===== src/ilr_pkg.sv =====
package ilr_pkg;

   localparam int unsigned DataWidthDefault = 64;
   localparam int unsigned ActionWidth = 3;

   typedef enum logic [ActionWidth-1:0] {
      ACT_MOD  = 3'd0,
      ACT_QUO  = 3'd1,
      ACT_REM  = 3'd2,
      ACT_ABS  = 3'd3,
      ACT_GCD  = 3'd4,
      ACT_LCM  = 3'd5,
      ACT_MIN  = 3'd6,
      ACT_MAX  = 3'd7
   } action_type;

   typedef struct packed {
      logic start;
      logic busy;
   } div_ctrl_type;

endpackage


===== src/ilr_divider.sv =====
module ilr_divider import ilr_pkg::*; #(
   parameter int unsigned DATA_WIDTH = DataWidthDefault
) (
   input  logic                  clock,
   input  logic                  reset,
   input  logic                  start,
   input  logic [DATA_WIDTH-1:0] dividend,
   input  logic [DATA_WIDTH-1:0] divisor,
   output div_ctrl_type          ctrl,
   output logic                  done,
   output logic [DATA_WIDTH-1:0] quotient,
   output logic [DATA_WIDTH-1:0] remainder
);

   localparam int unsigned CntWidth = $clog2(DATA_WIDTH + 1);

   logic [DATA_WIDTH-1:0] quo_ff, quo_in;
   logic [DATA_WIDTH-1:0] rem_ff, rem_in;
   logic [DATA_WIDTH-1:0] dvs_ff, dvs_in;
   logic [CntWidth-1:0]   cnt_ff, cnt_in;
   logic                  busy_ff, busy_in;
   logic                  done_ff, done_in;
   logic [DATA_WIDTH:0]   trial;
   logic [DATA_WIDTH:0]   shifted;

   always_comb begin
      quo_in  = quo_ff;
      rem_in  = rem_ff;
      dvs_in  = dvs_ff;
      cnt_in  = cnt_ff;
      busy_in = busy_ff;
      done_in = 1'b0;
      shifted = {rem_ff, quo_ff[DATA_WIDTH-1]};
      trial   = shifted - {1'b0, dvs_ff};
      if (start) begin
         quo_in  = dividend;
         rem_in  = '0;
         dvs_in  = divisor;
         cnt_in  = CntWidth'(DATA_WIDTH);
         busy_in = 1'b1;
      end else if (busy_ff) begin
         if (!trial[DATA_WIDTH]) begin
            rem_in = trial[DATA_WIDTH-1:0];
            quo_in = {quo_ff[DATA_WIDTH-2:0], 1'b1};
         end else begin
            rem_in = shifted[DATA_WIDTH-1:0];
            quo_in = {quo_ff[DATA_WIDTH-2:0], 1'b0};
         end
         cnt_in = cnt_ff - 1'b1;
         if (cnt_ff == CntWidth'(1)) begin
            busy_in = 1'b0;
            done_in = 1'b1;
         end
      end
   end

   always_ff @(posedge clock) begin
      quo_ff <= quo_in;
      rem_ff <= rem_in;
      dvs_ff <= dvs_in;
      cnt_ff <= cnt_in;
      if (reset) begin
         busy_ff <= 1'b0;
         done_ff <= 1'b0;
      end else begin
         busy_ff <= busy_in;
         done_ff <= done_in;
      end
   end

   assign ctrl.start = start;
   assign ctrl.busy  = busy_ff;
   assign done       = done_ff;
   assign quotient   = quo_ff;
   assign remainder  = rem_ff;

`ifndef ASSERT_OFF
   a_done_after_busy: assert property (@(posedge clock) disable iff (reset)
      done |-> !busy_ff && $past(busy_ff))
      else $error("done without busy");
   a_no_start_busy: assert property (@(posedge clock) disable iff (reset)
      busy_ff |-> !start)
      else $error("start while busy");
   a_cnt_range: assert property (@(posedge clock) disable iff (reset)
      busy_ff |-> cnt_ff != '0)
      else $error("busy with zero count");
`endif

endmodule


===== src/integer_list_reduce_alu.sv =====
// min/max/abs/first word need no division; mod, quotient, remainder use the serial divider
// gcd: repeated remainder steps on the divider; lcm adds one more division and a
// shift-add multiply that keeps the low DATA_WIDTH bits of the product
// one word at a time; the single serial divider is shared by mod, quo, rem, gcd, lcm
// reset: synchronous active high, clears the list state and the output valid
module integer_list_reduce_alu import ilr_pkg::*; #(
   parameter int unsigned DATA_WIDTH = DataWidthDefault
) (
   input  logic               clock,
   input  logic               reset,
   input  logic               req_valid,
   output logic               req_ready,
   input  logic [2:0]         req_action,
   input  logic signed [63:0] req_operand_value,
   input  logic               req_first_element,
   input  logic               req_last_element,
   output logic               rsp_valid,
   input  logic               rsp_ready,
   output logic signed [63:0] rsp_result_value,
   output logic               rsp_divide_by_zero
);

   typedef enum logic [2:0] {
      ST_IDLE, ST_DIV, ST_GCD, ST_LCM_DIV, ST_LCM_MUL, ST_EMIT
   } state_type;

   state_type             state_ff;
   logic [DATA_WIDTH-1:0] acc_ff;
   action_type            act_ff;
   logic [1:0]            seen_ff;
   logic                  err_ff;
   logic                  last_ff;
   logic [DATA_WIDTH-1:0] opv_ff;
   logic [DATA_WIDTH-1:0] gx_ff, gy_ff;
   logic                  rsp_valid_ff;
   logic [63:0]           rsp_value_ff;
   logic                  rsp_dbz_ff;

   logic                  div_start_ff;
   logic [DATA_WIDTH-1:0] div_a_ff, div_b_ff, div_q, div_r;
   logic                  div_done;
   div_ctrl_type          div_ctrl;

   logic [DATA_WIDTH-1:0] in_v, mag_acc, mag_v, mag_a_res, lcm_res, div_res;
   logic                  accept, neg_acc, neg_v;

   function automatic logic [DATA_WIDTH-1:0] magf(input logic [DATA_WIDTH-1:0] x);
      return x[DATA_WIDTH-1] ? (DATA_WIDTH'(0) - x) : x;
   endfunction

   assign in_v    = req_operand_value[DATA_WIDTH-1:0];
   assign accept  = req_valid && req_ready;
   assign neg_acc = acc_ff[DATA_WIDTH-1];
   assign neg_v   = opv_ff[DATA_WIDTH-1];
   assign mag_acc = magf(acc_ff);
   assign mag_v   = magf(opv_ff);
   assign req_ready = (state_ff == ST_IDLE);

   always_comb begin
      unique case (act_ff)
         ACT_QUO: div_res = (neg_acc != neg_v) ? DATA_WIDTH'(0) - div_q : div_q;
         ACT_REM: div_res = neg_acc ? DATA_WIDTH'(0) - div_r : div_r;
         default: div_res = (neg_acc && div_r != '0) ? mag_v - div_r : div_r;
      endcase
      mag_a_res = magf(acc_ff);
      lcm_res   = neg_acc ? DATA_WIDTH'(0) - acc_ff : acc_ff;
   end

   ilr_divider #(.DATA_WIDTH(DATA_WIDTH)) u_div (
      .clock     (clock),
      .reset     (reset),
      .start     (div_start_ff),
      .dividend  (div_a_ff),
      .divisor   (div_b_ff),
      .ctrl      (div_ctrl),
      .done      (div_done),
      .quotient  (div_q),
      .remainder (div_r)
   );

   always_ff @(posedge clock) begin
      if (reset) begin
         state_ff     <= ST_IDLE;
         acc_ff       <= '0;
         act_ff       <= ACT_MOD;
         seen_ff      <= 2'd0;
         err_ff       <= 1'b0;
         rsp_valid_ff <= 1'b0;
         div_start_ff <= 1'b0;
      end else begin
         if (div_start_ff) begin
            div_start_ff <= 1'b0;
         end
         if (rsp_valid_ff && rsp_ready) begin
            rsp_valid_ff <= 1'b0;
         end
         unique case (state_ff)
            ST_IDLE: begin
               if (accept) begin
                  last_ff <= req_last_element;
                  opv_ff  <= in_v;
                  if (req_first_element) begin
                     act_ff  <= action_type'(req_action);
                     acc_ff  <= in_v;
                     seen_ff <= 2'd1;
                     err_ff  <= 1'b0;
                     if (req_last_element) state_ff <= ST_EMIT;
                  end else if (seen_ff != 2'd0) begin
                     seen_ff <= 2'd2;
                     unique case (act_ff)
                        ACT_MOD, ACT_QUO, ACT_REM: begin
                           if (seen_ff == 2'd1) begin
                              if (magf(in_v) == '0) begin
                                 err_ff <= 1'b1;
                                 acc_ff <= '0;
                                 if (req_last_element) state_ff <= ST_EMIT;
                              end else begin
                                 div_a_ff     <= mag_acc;
                                 div_b_ff     <= magf(in_v);
                                 div_start_ff <= 1'b1;
                                 state_ff     <= ST_DIV;
                              end
                           end else if (req_last_element) begin
                              state_ff <= ST_EMIT;
                           end
                        end
                        ACT_ABS: begin
                           if (req_last_element) state_ff <= ST_EMIT;
                        end
                        ACT_GCD: begin
                           gx_ff    <= mag_acc;
                           gy_ff    <= magf(in_v);
                           state_ff <= ST_GCD;
                        end
                        ACT_LCM: begin
                           if (mag_acc == '0 || magf(in_v) == '0) begin
                              acc_ff <= '0;
                              if (req_last_element) state_ff <= ST_EMIT;
                           end else begin
                              gx_ff    <= mag_acc;
                              gy_ff    <= magf(in_v);
                              state_ff <= ST_GCD;
                           end
                        end
                        ACT_MIN: begin
                           if ($signed(in_v) < $signed(acc_ff)) acc_ff <= in_v;
                           if (req_last_element) state_ff <= ST_EMIT;
                        end
                        default: begin
                           if ($signed(acc_ff) < $signed(in_v)) acc_ff <= in_v;
                           if (req_last_element) state_ff <= ST_EMIT;
                        end
                     endcase
                  end
               end
            end
            ST_DIV: begin
               if (div_done) begin
                  acc_ff   <= div_res;
                  state_ff <= last_ff ? ST_EMIT : ST_IDLE;
               end
            end
            ST_GCD: begin
               if (!div_ctrl.busy && !div_start_ff) begin
                  if (div_done) begin
                     gx_ff <= gy_ff;
                     gy_ff <= div_r;
                  end else if (gy_ff == '0) begin
                     if (act_ff == ACT_GCD) begin
                        acc_ff   <= gx_ff;
                        state_ff <= last_ff ? ST_EMIT : ST_IDLE;
                     end else begin
                        div_a_ff     <= mag_acc;
                        div_b_ff     <= gx_ff;
                        div_start_ff <= 1'b1;
                        state_ff     <= ST_LCM_DIV;
                     end
                  end else begin
                     div_a_ff     <= gx_ff;
                     div_b_ff     <= gy_ff;
                     div_start_ff <= 1'b1;
                  end
               end
            end
            ST_LCM_DIV: begin
               if (div_done) begin
                  gx_ff    <= neg_acc ? DATA_WIDTH'(0) - div_q : div_q;
                  gy_ff    <= opv_ff;
                  acc_ff   <= '0;
                  state_ff <= ST_LCM_MUL;
               end
            end
            ST_LCM_MUL: begin
               // shift-add multiply, low DATA_WIDTH bits of the product
               if (gy_ff == '0) begin
                  state_ff <= last_ff ? ST_EMIT : ST_IDLE;
               end else begin
                  if (gy_ff[0]) acc_ff <= acc_ff + gx_ff;
                  gx_ff <= {gx_ff[DATA_WIDTH-2:0], 1'b0};
                  gy_ff <= {1'b0, gy_ff[DATA_WIDTH-1:1]};
               end
            end
            ST_EMIT: begin
               if (!rsp_valid_ff) begin
                  rsp_valid_ff <= 1'b1;
                  rsp_dbz_ff   <= err_ff;
                  if (err_ff || (act_ff <= ACT_REM && seen_ff == 2'd1)) begin
                     rsp_value_ff <= '0;
                  end else if (act_ff == ACT_ABS) begin
                     rsp_value_ff <= 64'(signed'(mag_a_res));
                  end else if (act_ff == ACT_LCM) begin
                     rsp_value_ff <= 64'(signed'(lcm_res));
                  end else begin
                     rsp_value_ff <= 64'(signed'(acc_ff));
                  end
                  seen_ff  <= 2'd0;
                  state_ff <= ST_IDLE;
               end
            end
            default: state_ff <= ST_IDLE;
         endcase
      end
   end

   assign rsp_valid          = rsp_valid_ff;
   assign rsp_result_value   = rsp_value_ff;
   assign rsp_divide_by_zero = rsp_dbz_ff;

`ifndef ASSERT_OFF
   a_ready_idle: assert property (@(posedge clock) disable iff (reset)
      req_ready |-> state_ff == ST_IDLE)
      else $error("ready outside idle");
   a_err_zero: assert property (@(posedge clock) disable iff (reset)
      (rsp_valid && rsp_divide_by_zero) |-> rsp_result_value == '0)
      else $error("error result not zero");
   a_emit_rsp: assert property (@(posedge clock) disable iff (reset)
      ($past(state_ff) == ST_EMIT && state_ff == ST_IDLE) |-> rsp_valid)
      else $error("emit without response");
`endif

endmodule


===== config.mk =====
export PLATFORM = sky130hd
export DESIGN_NAME = integer_list_reduce_alu
export DESIGN_NICKNAME = d
export VERILOG_FILES = /design/src/ilr_pkg.sv /design/src/ilr_divider.sv /design/src/integer_list_reduce_alu.sv
export SDC_FILE = /design/constraint.sdc
export NUM_CORES = 2
export LEC_CHECK = 0
export BUFFER_PORTS_ARGS = -buffer_cell sky130_fd_sc_hd__buf_2
export CAP_MARGIN = 10
export CORE_MARGIN = 3
export CORE_UTILIZATION = 30
export CTS_BUF_LIST = sky130_fd_sc_hd__clkbuf_2 sky130_fd_sc_hd__clkbuf_4 sky130_fd_sc_hd__clkbuf_8
export DETAILED_ROUTE_END_ITERATION = 16
export PLACE_DENSITY = 0.42
export SLEW_MARGIN = 20
export SYNTH_ARGS = -nofsm -noshare
export SYNTH_HDL_FRONTEND = slang
export SYNTH_SLANG_ARGS = --single-unit

===== constraint.sdc =====
create_clock -name clock -period 17.3 [get_ports clock]
set_input_delay 0.865 -clock clock [delete_from_list [all_inputs] [get_ports clock]]
set_output_delay 0.865 -clock clock [all_outputs]
set_load 0.02 [all_outputs]

* Yosys cells after proc, flatten, opt, wreduce, memory -nomap -nowiden
Index checks and enable logic that the tools add are counted.
** Storage, ports and cells
- Output and inout port bits :: 67
- Register bits after elaboration :: 662
** Operators by class
- Multiplexer cells :: 120
- Reduce and logical (&&, ||, !) cells :: 37
- Bitwise gates (word level) :: 3
- $lt $le $gt $ge :: 3
- Equality and inequality tests :: 41
- $add $sub $neg :: 9
** Operator list (number)
- $mux W64 :: 64
- $pmux W64 S4 :: 3
- $pmux W64 S2 :: 5
- $pmux W64 S5 :: 1
- $sub A1 B64 Y64 const A :: 5
- $logic_not A64 Y1 :: 3
- $lt A64 B64 Y1 :: 2
- $sub A65 B64 Y65 :: 1
- $add A64 B64 Y64 :: 1
- $reduce_bool A64 Y1 :: 1
- $sub A64 B64 Y64 :: 1
- $mux W3 :: 16
- $mux W1 :: 23
- $reduce_and A11 Y1 :: 2
- $ne A2 B2 Y1 const B :: 10
- $pmux W3 S6 :: 1
- $reduce_and A17 Y1 :: 1
- $ne A4 B4 Y1 const B :: 4
- $reduce_bool A2 Y1 :: 8
- $eq A3 B3 Y1 const B :: 5
- $ne A2 B1 Y1 const B :: 7
- $eq A3 B2 Y1 const B :: 4
- $pmux W3 S3 :: 1
- $reduce_and A3 Y1 :: 3
- 25 further kinds :: 41

* Logic depth before layout (Yosys ltp)
- Word-level depth :: 10
- Depth in mapped cells :: 26
- Depth with buffers taken out :: 25

* By module
A second synthesis with hierarchy kept.
** Second synthesis, totals
- Cell total of the unflattened synthesis :: 6474
- Area, all modules :: 54219.5 sq um
** Modules (own cells, without submodules)
- integer_list_reduce_alu :: sequential area each 13092.6 sq um, cells an instance 5246, instances 1, area each 42356.9 sq um
- ilr_divider :: sequential area each 5305.1 sq um, cells an instance 1228, instances 1, area each 11862.6 sq um

* Worst setup path before layout
No wires, ideal clock.
- Kind :: input port to flip-flop
- Start point :: input req_operand_value[16]
- End point :: register gx_ff[0], enable pin
- Required time :: 16.642 ns
- Arrival time :: 9.809 ns
- Cell stages on the path :: 12
- Buffers on the path :: 2
- Setup slack :: 6.834 ns
- Setup time :: 0.658 ns
- Path through :: buf_2 > nor4_1 > nand4_1 > or3_1 > clkbuf_1 > o41ai_1 > xnor2_1 > and4_1 > nand4_1 > or4_1 > nand2_1 > a21oi_1
** Between the ends
- Word-level cells in the longest chain between the ends :: 6
** RTL lines
- start: declaration :: line integer_list_reduce_alu.sv:14 : input logic signed [63:0] req_operand_value,
- $sub A1 B64 Y64 :: line integer_list_reduce_alu.sv:48 : return x[DATA_WIDTH-1] ? (DATA_WIDTH'(0) - x) : x;
- $mux W64 (*) :: line integer_list_reduce_alu.sv:48
- $logic_not A64 Y1 (*) :: line integer_list_reduce_alu.sv:136 : if (mag_acc == '0 || magf(in_v) == '0) begin
- $logic_or A1 B1 Y1 (*) :: line integer_list_reduce_alu.sv:136
- $ne A3 B3 Y1 (no source line) (*)
- $reduce_and A11 Y1 (no source line) (*)
- end signal: assignment :: line integer_list_reduce_alu.sv:131 : gx_ff <= mag_acc;
- end signal: assignment :: line integer_list_reduce_alu.sv:140 : gx_ff <= mag_acc;
- end signal: assignment :: line integer_list_reduce_alu.sv:166 : gx_ff <= gy_ff;
- end: declaration :: line integer_list_reduce_alu.sv:34 : logic [DATA_WIDTH-1:0] gx_ff, gy_ff;
Every way passes the cells marked *; elsewhere a longest branch is shown, timed or not.
A chain may end at the register's enable or synchronous reset.

* Final worst setup path
- Start point :: register opv_ff[4]
- End point :: register acc_ff[59]
** Between the ends
- Word-level cells in the longest chain between the ends :: 7
** RTL lines
- start: declaration :: line integer_list_reduce_alu.sv:33 : logic [DATA_WIDTH-1:0] opv_ff;
- start signal: assignment :: line integer_list_reduce_alu.sv:101 : opv_ff <= in_v;
- $sub A1 B64 Y64 :: line integer_list_reduce_alu.sv:48
- $mux W64 (*) :: line integer_list_reduce_alu.sv:48
- $sub A64 B64 Y64 (*) :: line integer_list_reduce_alu.sv:63 : default: div_res = (neg_acc && div_r != '0) ? mag_v - div_r : div_r;
- $mux W64 (*) :: line integer_list_reduce_alu.sv:63
- $pmux W64 S2 (*) :: line integer_list_reduce_alu.sv:60 : unique case (act_ff)
- $mux W64 (*) :: line integer_list_reduce_alu.sv:158 : if (div_done) begin
- $pmux W64 S5 (*) :: line integer_list_reduce_alu.sv:97 : unique case (state_ff)
- end signal: assignment :: line integer_list_reduce_alu.sv:104 : acc_ff <= in_v;
- end signal: assignment :: line integer_list_reduce_alu.sv:159 : acc_ff <= div_res;
- end signal: assignment :: line integer_list_reduce_alu.sv:170 : acc_ff <= gx_ff;
- end: declaration :: line integer_list_reduce_alu.sv:28 : logic [DATA_WIDTH-1:0] acc_ff;
Every way passes the cells marked *; elsewhere a longest branch is shown, timed or not. The select of a mux whose other input is x is not followed.

==> key figures <==
STA
  • Final worst-path cycle share: 41.9%
  • Pins over their slew limit: 0
  • Setup clock skew after layout: 0.0505 ns
  • Unrepaired setup endpoints after global routing: no
  • Count of final hold-check violations: 0
  • Setup tns final: 0 ns
  • Worst slew margin relative to its limit: 13.8%
  • Hold Worst Slack: 0.173 ns
  • Number of setup violations in the final report: 0
  • Max Clk Rate: 0.138 GHz
  • Measured slew at the worst slew-check pin: 1.28 ns
  • Final critical path time including I/O delays and setup: 7.26 ns

Pwr
  • Cell Int Power: 5.86 mW
  • Relative contribution of sequential cells to total power: 21.2%
  • Leakage Power: 22.2 nW
  • Pwr per Cell Area: 216 nW/um^2
  • Portion of total power attributed to the clock network: 14.1%
  • Power spent charging and discharging nets: 7.24 mW
  • Combinational cell fraction of total power: 64.6%
  • Worst vdd rail ir drop: 108 uV
  • Switching power as a share of total power: 55.3%

Synthesis
  • Async set-or-reset flop fraction in the synthesized netlist: 0%
  • Sequential element share of the synthesized area: 33.9%
  • Post-synthesis xor/xnor area fraction: 8.90%
  • Synthesized netlist cell count: 6490
  • Area share of the largest cell type after synthesis: 28.4%
  • Syn Std Cell Area: 54300 um^2
  • Count of cell types in the netlist: 97
  • Post-Synthesis Net Count: 6827
  • FF+latch count, synth: 662
  • Synthesized-area fraction occupied by and/or/nand/nor cells: 17.7%
  • Fraction of the mapped netlist area in compound gates: 25.6%
  • Adder and majority cell fraction of the synthesized area: 6.12%
  • Cell type with the largest total area after synthesis: sky130_fd_sc_hd__edfxtp_1
  • Ranking of synthesized cells by instance count: sky130_fd_sc_hd__nand2_1 (617), sky130_fd_sc_hd__a21oi_1 (569), sky130_fd_sc_hd__nor2_1 (551), sky130_fd_sc_hd__o21ai_0 (531), sky130_fd_sc_hd__edfxtp_1 (514)
  • Top flip-flop cell by instance count after synthesis: sky130_fd_sc_hd__edfxtp_1
  • Yosys Warn Count: 0
  • Cell with the most instances after synthesis: sky130_fd_sc_hd__nand2_1
  • Multiplexer share of the synthesized area: 2.70%
  • Dominant combinational cell family by area after synthesis: compound AO/OA/AOI/OAI gates
  • Post-Synthesis Mean Instance Area: 8.37 um^2
  • Ranking of synthesized cells by area: sky130_fd_sc_hd__edfxtp_1 (28%), sky130_fd_sc_hd__ha_1 (6.0%), sky130_fd_sc_hd__dfxtp_1 (5.5%)
  • Number of enable flip-flop cells after synthesis: 514

Cells and area
  • Fraction of layout cells with a size suffix above 1: 10.5%
  • Register area: 18400 um^2
  • Count of fill cells added during filler insertion: 19100
  • Count of nets after finishing: 6808
  • Area growth from synthesis to layout: 11.5%
  • Final instance area: 60600 um^2
  • Footprint of the multi-input gates: 33300 um^2

Place
  • Placed cell areas: 57600 um^2
  • Last weighted congestion value of the routability-driven placer: 0.975
  • Half-perimeter wire length of the detailed placement result: 228000 um
  • Input/output buffers: 139

CTS
  • CTS resizes: 0
  • Number of post-CTS setup repair buffers: 0
  • Clock latency reported for the late side of the worst-skew pair: 0.94 ns
  • Clock net sink count: 662
  • Root buffer cell: sky130_fd_sc_hd__clkbuf_8
  • Number of buffers on the longest clock path: 3
  • CTS Buf Count: 136
  • Post-CTS clock slew at the launch and capture registers of the worst setup and hold paths: 0.06 ns
  • Number of buffers inserted by hold repair at cts: 0
  • TritonCTS clock tree: done
  • H-Tree Depth: 4

Floorplanning
  • Initial core utilization: 30.3%
  • Horizontal die dimension: 432 um
  • Total die area: 186000 um^2
  • Height of the chip: 432 um
  • Num rows: 155
  • Io pins: 140
  • Core region area: 179000 um^2

Drt
  • Total via count after detailed routing: 54000
  • Routed wire per std cell: 32.6 um
  • Via count normalized by instance count: 6.02
  • Post-route ant nets: 0
  • Initial detailed-routing violation count: 7060
  • First-pass iteration count of the detailed router: 9
  • Number of design rule violations left after detail routing: 0
  • Final WL: 292000 um

Global routing
  • Global-route wire length before repair: 399000 um
  • Largest net degree at the start of global routing: 135
  • Antenna violations before repair: 49
  • Total congestion overflow after global routing: 0
  • Number of global-route vias before repair: 49500
  • Overall routing resource usage: 30.2%

Worst hold path
  • Hold WC Path Type: in -> reg

Worst setup path
  • Required time worst endpoint: 18.14 ns
  • Worst Setup Path Type: reg -> reg
  • Kind of launch point of the worst setup path: flip-flop
  • CP arrival: 8.09 ns
  • Max Fanout on Critical Path: 6
  • Sort of element at the end of the critical path: flip-flop

Status
  • Outcome: completed

Run
  • Number of max-cap violations: 0
==> logic make-up (layout without fill, tap and decap cells) <==
kind of cell / after synthesis / count (layout)
adders and majority gates: 264 / 264
buffers and inverters: 723 / 815
other: 0 / 24
DFF: 662 / 662
AOI/OAI and AO/OA: 2146 / 2146
xor gates and xnor gates: 552 / 552
muxes: 138 / 138
and+or+nand+nor: 2005 / 2005
==> layout by cell type (no fill, tap or decap), types with 39 or more instances in the layout <==
cell and instances:
sky130_fd_sc_hd__nand2b_1 55, sky130_fd_sc_hd__buf_4 144, sky130_fd_sc_hd__o41ai_1 41, sky130_fd_sc_hd__clkbuf_8 144, sky130_fd_sc_hd__dfxtp_1 142, sky130_fd_sc_hd__edfxtp_1 514
sky130_fd_sc_hd__nand3_1 137, sky130_fd_sc_hd__nor2_1 545, sky130_fd_sc_hd__or4_1 48, sky130_fd_sc_hd__nor2b_1 47, sky130_fd_sc_hd__or3_1 93, sky130_fd_sc_hd__nor3_1 127
sky130_fd_sc_hd__o22ai_1 59, sky130_fd_sc_hd__o31ai_1 129, sky130_fd_sc_hd__buf_2 139, sky130_fd_sc_hd__mux2i_1 71, sky130_fd_sc_hd__nand2_1 614, sky130_fd_sc_hd__a21oi_1 567
sky130_fd_sc_hd__xor2_1 223, sky130_fd_sc_hd__o221ai_1 39, sky130_fd_sc_hd__a222oi_1 70, sky130_fd_sc_hd__nor4_1 72, sky130_fd_sc_hd__o211ai_1 73, sky130_fd_sc_hd__xnor2_1 327
sky130_fd_sc_hd__nand4_1 102, sky130_fd_sc_hd__clkbuf_4 45, sky130_fd_sc_hd__mux2_2 67, sky130_fd_sc_hd__ha_1 261, sky130_fd_sc_hd__inv_1 276, sky130_fd_sc_hd__a31oi_1 54
sky130_fd_sc_hd__o21ai_0 531, sky130_fd_sc_hd__a21o_1 101, sky130_fd_sc_hd__a211oi_1 168
==> worst paths after layout <==
| check | from | end | slack (ns) | depth (start not counted) |
|---|---|---|---|---|
| setup / recovery | opv_ff[4] | acc_ff[59] | 10.04 | 21 |
| hold / removal | req_action[0] | act_ff[0] | 0.17 | 3 |
| setup reg to reg | opv_ff[4] | acc_ff[59] | 10.04 | 21 |
| hold reg to reg | div_b_ff[28] | u_div.dvs_ff[28] | 0.42 | 0 |
==> metal layers <==
metal	vias up	global-route usage (%)	share of wire [%]
li1	24300	-	-
met1	26600	46.2	48
met2	2737	41.3	39
met3	384	6.30	9.3
met4	6	10.2	3.6
met5	-	0	0.013
==> registers in the layout (all words and copies together) (netlist names) <==
name                flops
u_div.cnt_ff            7
seen_ff                 2
gy_ff                  64
u_div.dvs_ff           64
u_div.quotient         64
act_ff                  3
acc_ff                 64
div_start_ff            1
last_ff                 1
opv_ff                 64
state_ff                3
gx_ff                  64
div_b_ff               64
div_a_ff               64
rsp_valid               1
rsp_divide_by_zero      1
rsp_result_value       64
u_div.done              1
u_div.remainder        64
err_ff                  1
u_div.busy_ff           1
==> final cells by class <==
class	count	share of cell area, %
inverters	281	1.75
multi-input cells	5105	55.1
clock buffers	189	3.83
well taps	2355	4.87
diodes	24	0.0992
flip-flops and latches	662	30.4
clock inverters	60	0.973
repair buffers	285	3.00
==> per-stage QoR <==
stage,power [mW],worst slack [ns],util [%],std cells
global route,13.8,9.65,33.8,8948
global placement,11.0,9.66,32.1,8687
finish,13.1,10.04,33.8,8961
detailed placement,11.0,10.16,32.1,8688
CTS,12.9,10.16,33.8,8937
floorplan,7.78,6.83,-,6490
==> power groups by stage <==
| stage | clock network, mW | registers (mW) | logic (mW) |
|---|---|---|---|
| floorplan | 0 | 2.50 | 5.28 |
| global placement | 0 | 2.78 | 8.19 |
| detailed placement | 0 | 2.78 | 8.18 |
| CTS | 1.90 | 2.75 | 8.23 |
| global route | 1.96 | 2.81 | 9.05 |
| finish | 1.85 | 2.78 | 8.47 |
==> critical path, stage by stage (launching register included) <==
cell	delay, ns
sky130_fd_sc_hd__edfxtp_1	0.45
sky130_fd_sc_hd__or4_1	0.62
sky130_fd_sc_hd__nor3_1	0.46
sky130_fd_sc_hd__nand3_1	0.24
sky130_fd_sc_hd__nor3_1	0.58
sky130_fd_sc_hd__nand4_1	0.29
sky130_fd_sc_hd__nor4_1	0.54
sky130_fd_sc_hd__nand2_1	0.20
sky130_fd_sc_hd__or4_1	0.58
sky130_fd_sc_hd__nand2_1	0.14
sky130_fd_sc_hd__xnor2_1	0.08
sky130_fd_sc_hd__ha_1	0.38
sky130_fd_sc_hd__nand2_1	0.11
sky130_fd_sc_hd__nor4b_1	0.36
sky130_fd_sc_hd__nor3b_1	0.23
sky130_fd_sc_hd__a31o_2	0.17
sky130_fd_sc_hd__nor2_1	0.08
sky130_fd_sc_hd__o21ai_0	0.36
sky130_fd_sc_hd__mux2i_1	0.14
sky130_fd_sc_hd__a211oi_1	0.79
sky130_fd_sc_hd__nor3_1	0.16
sky130_fd_sc_hd__a221oi_2	0.25
Note: power is estimated with default switching activity, not from simulation.
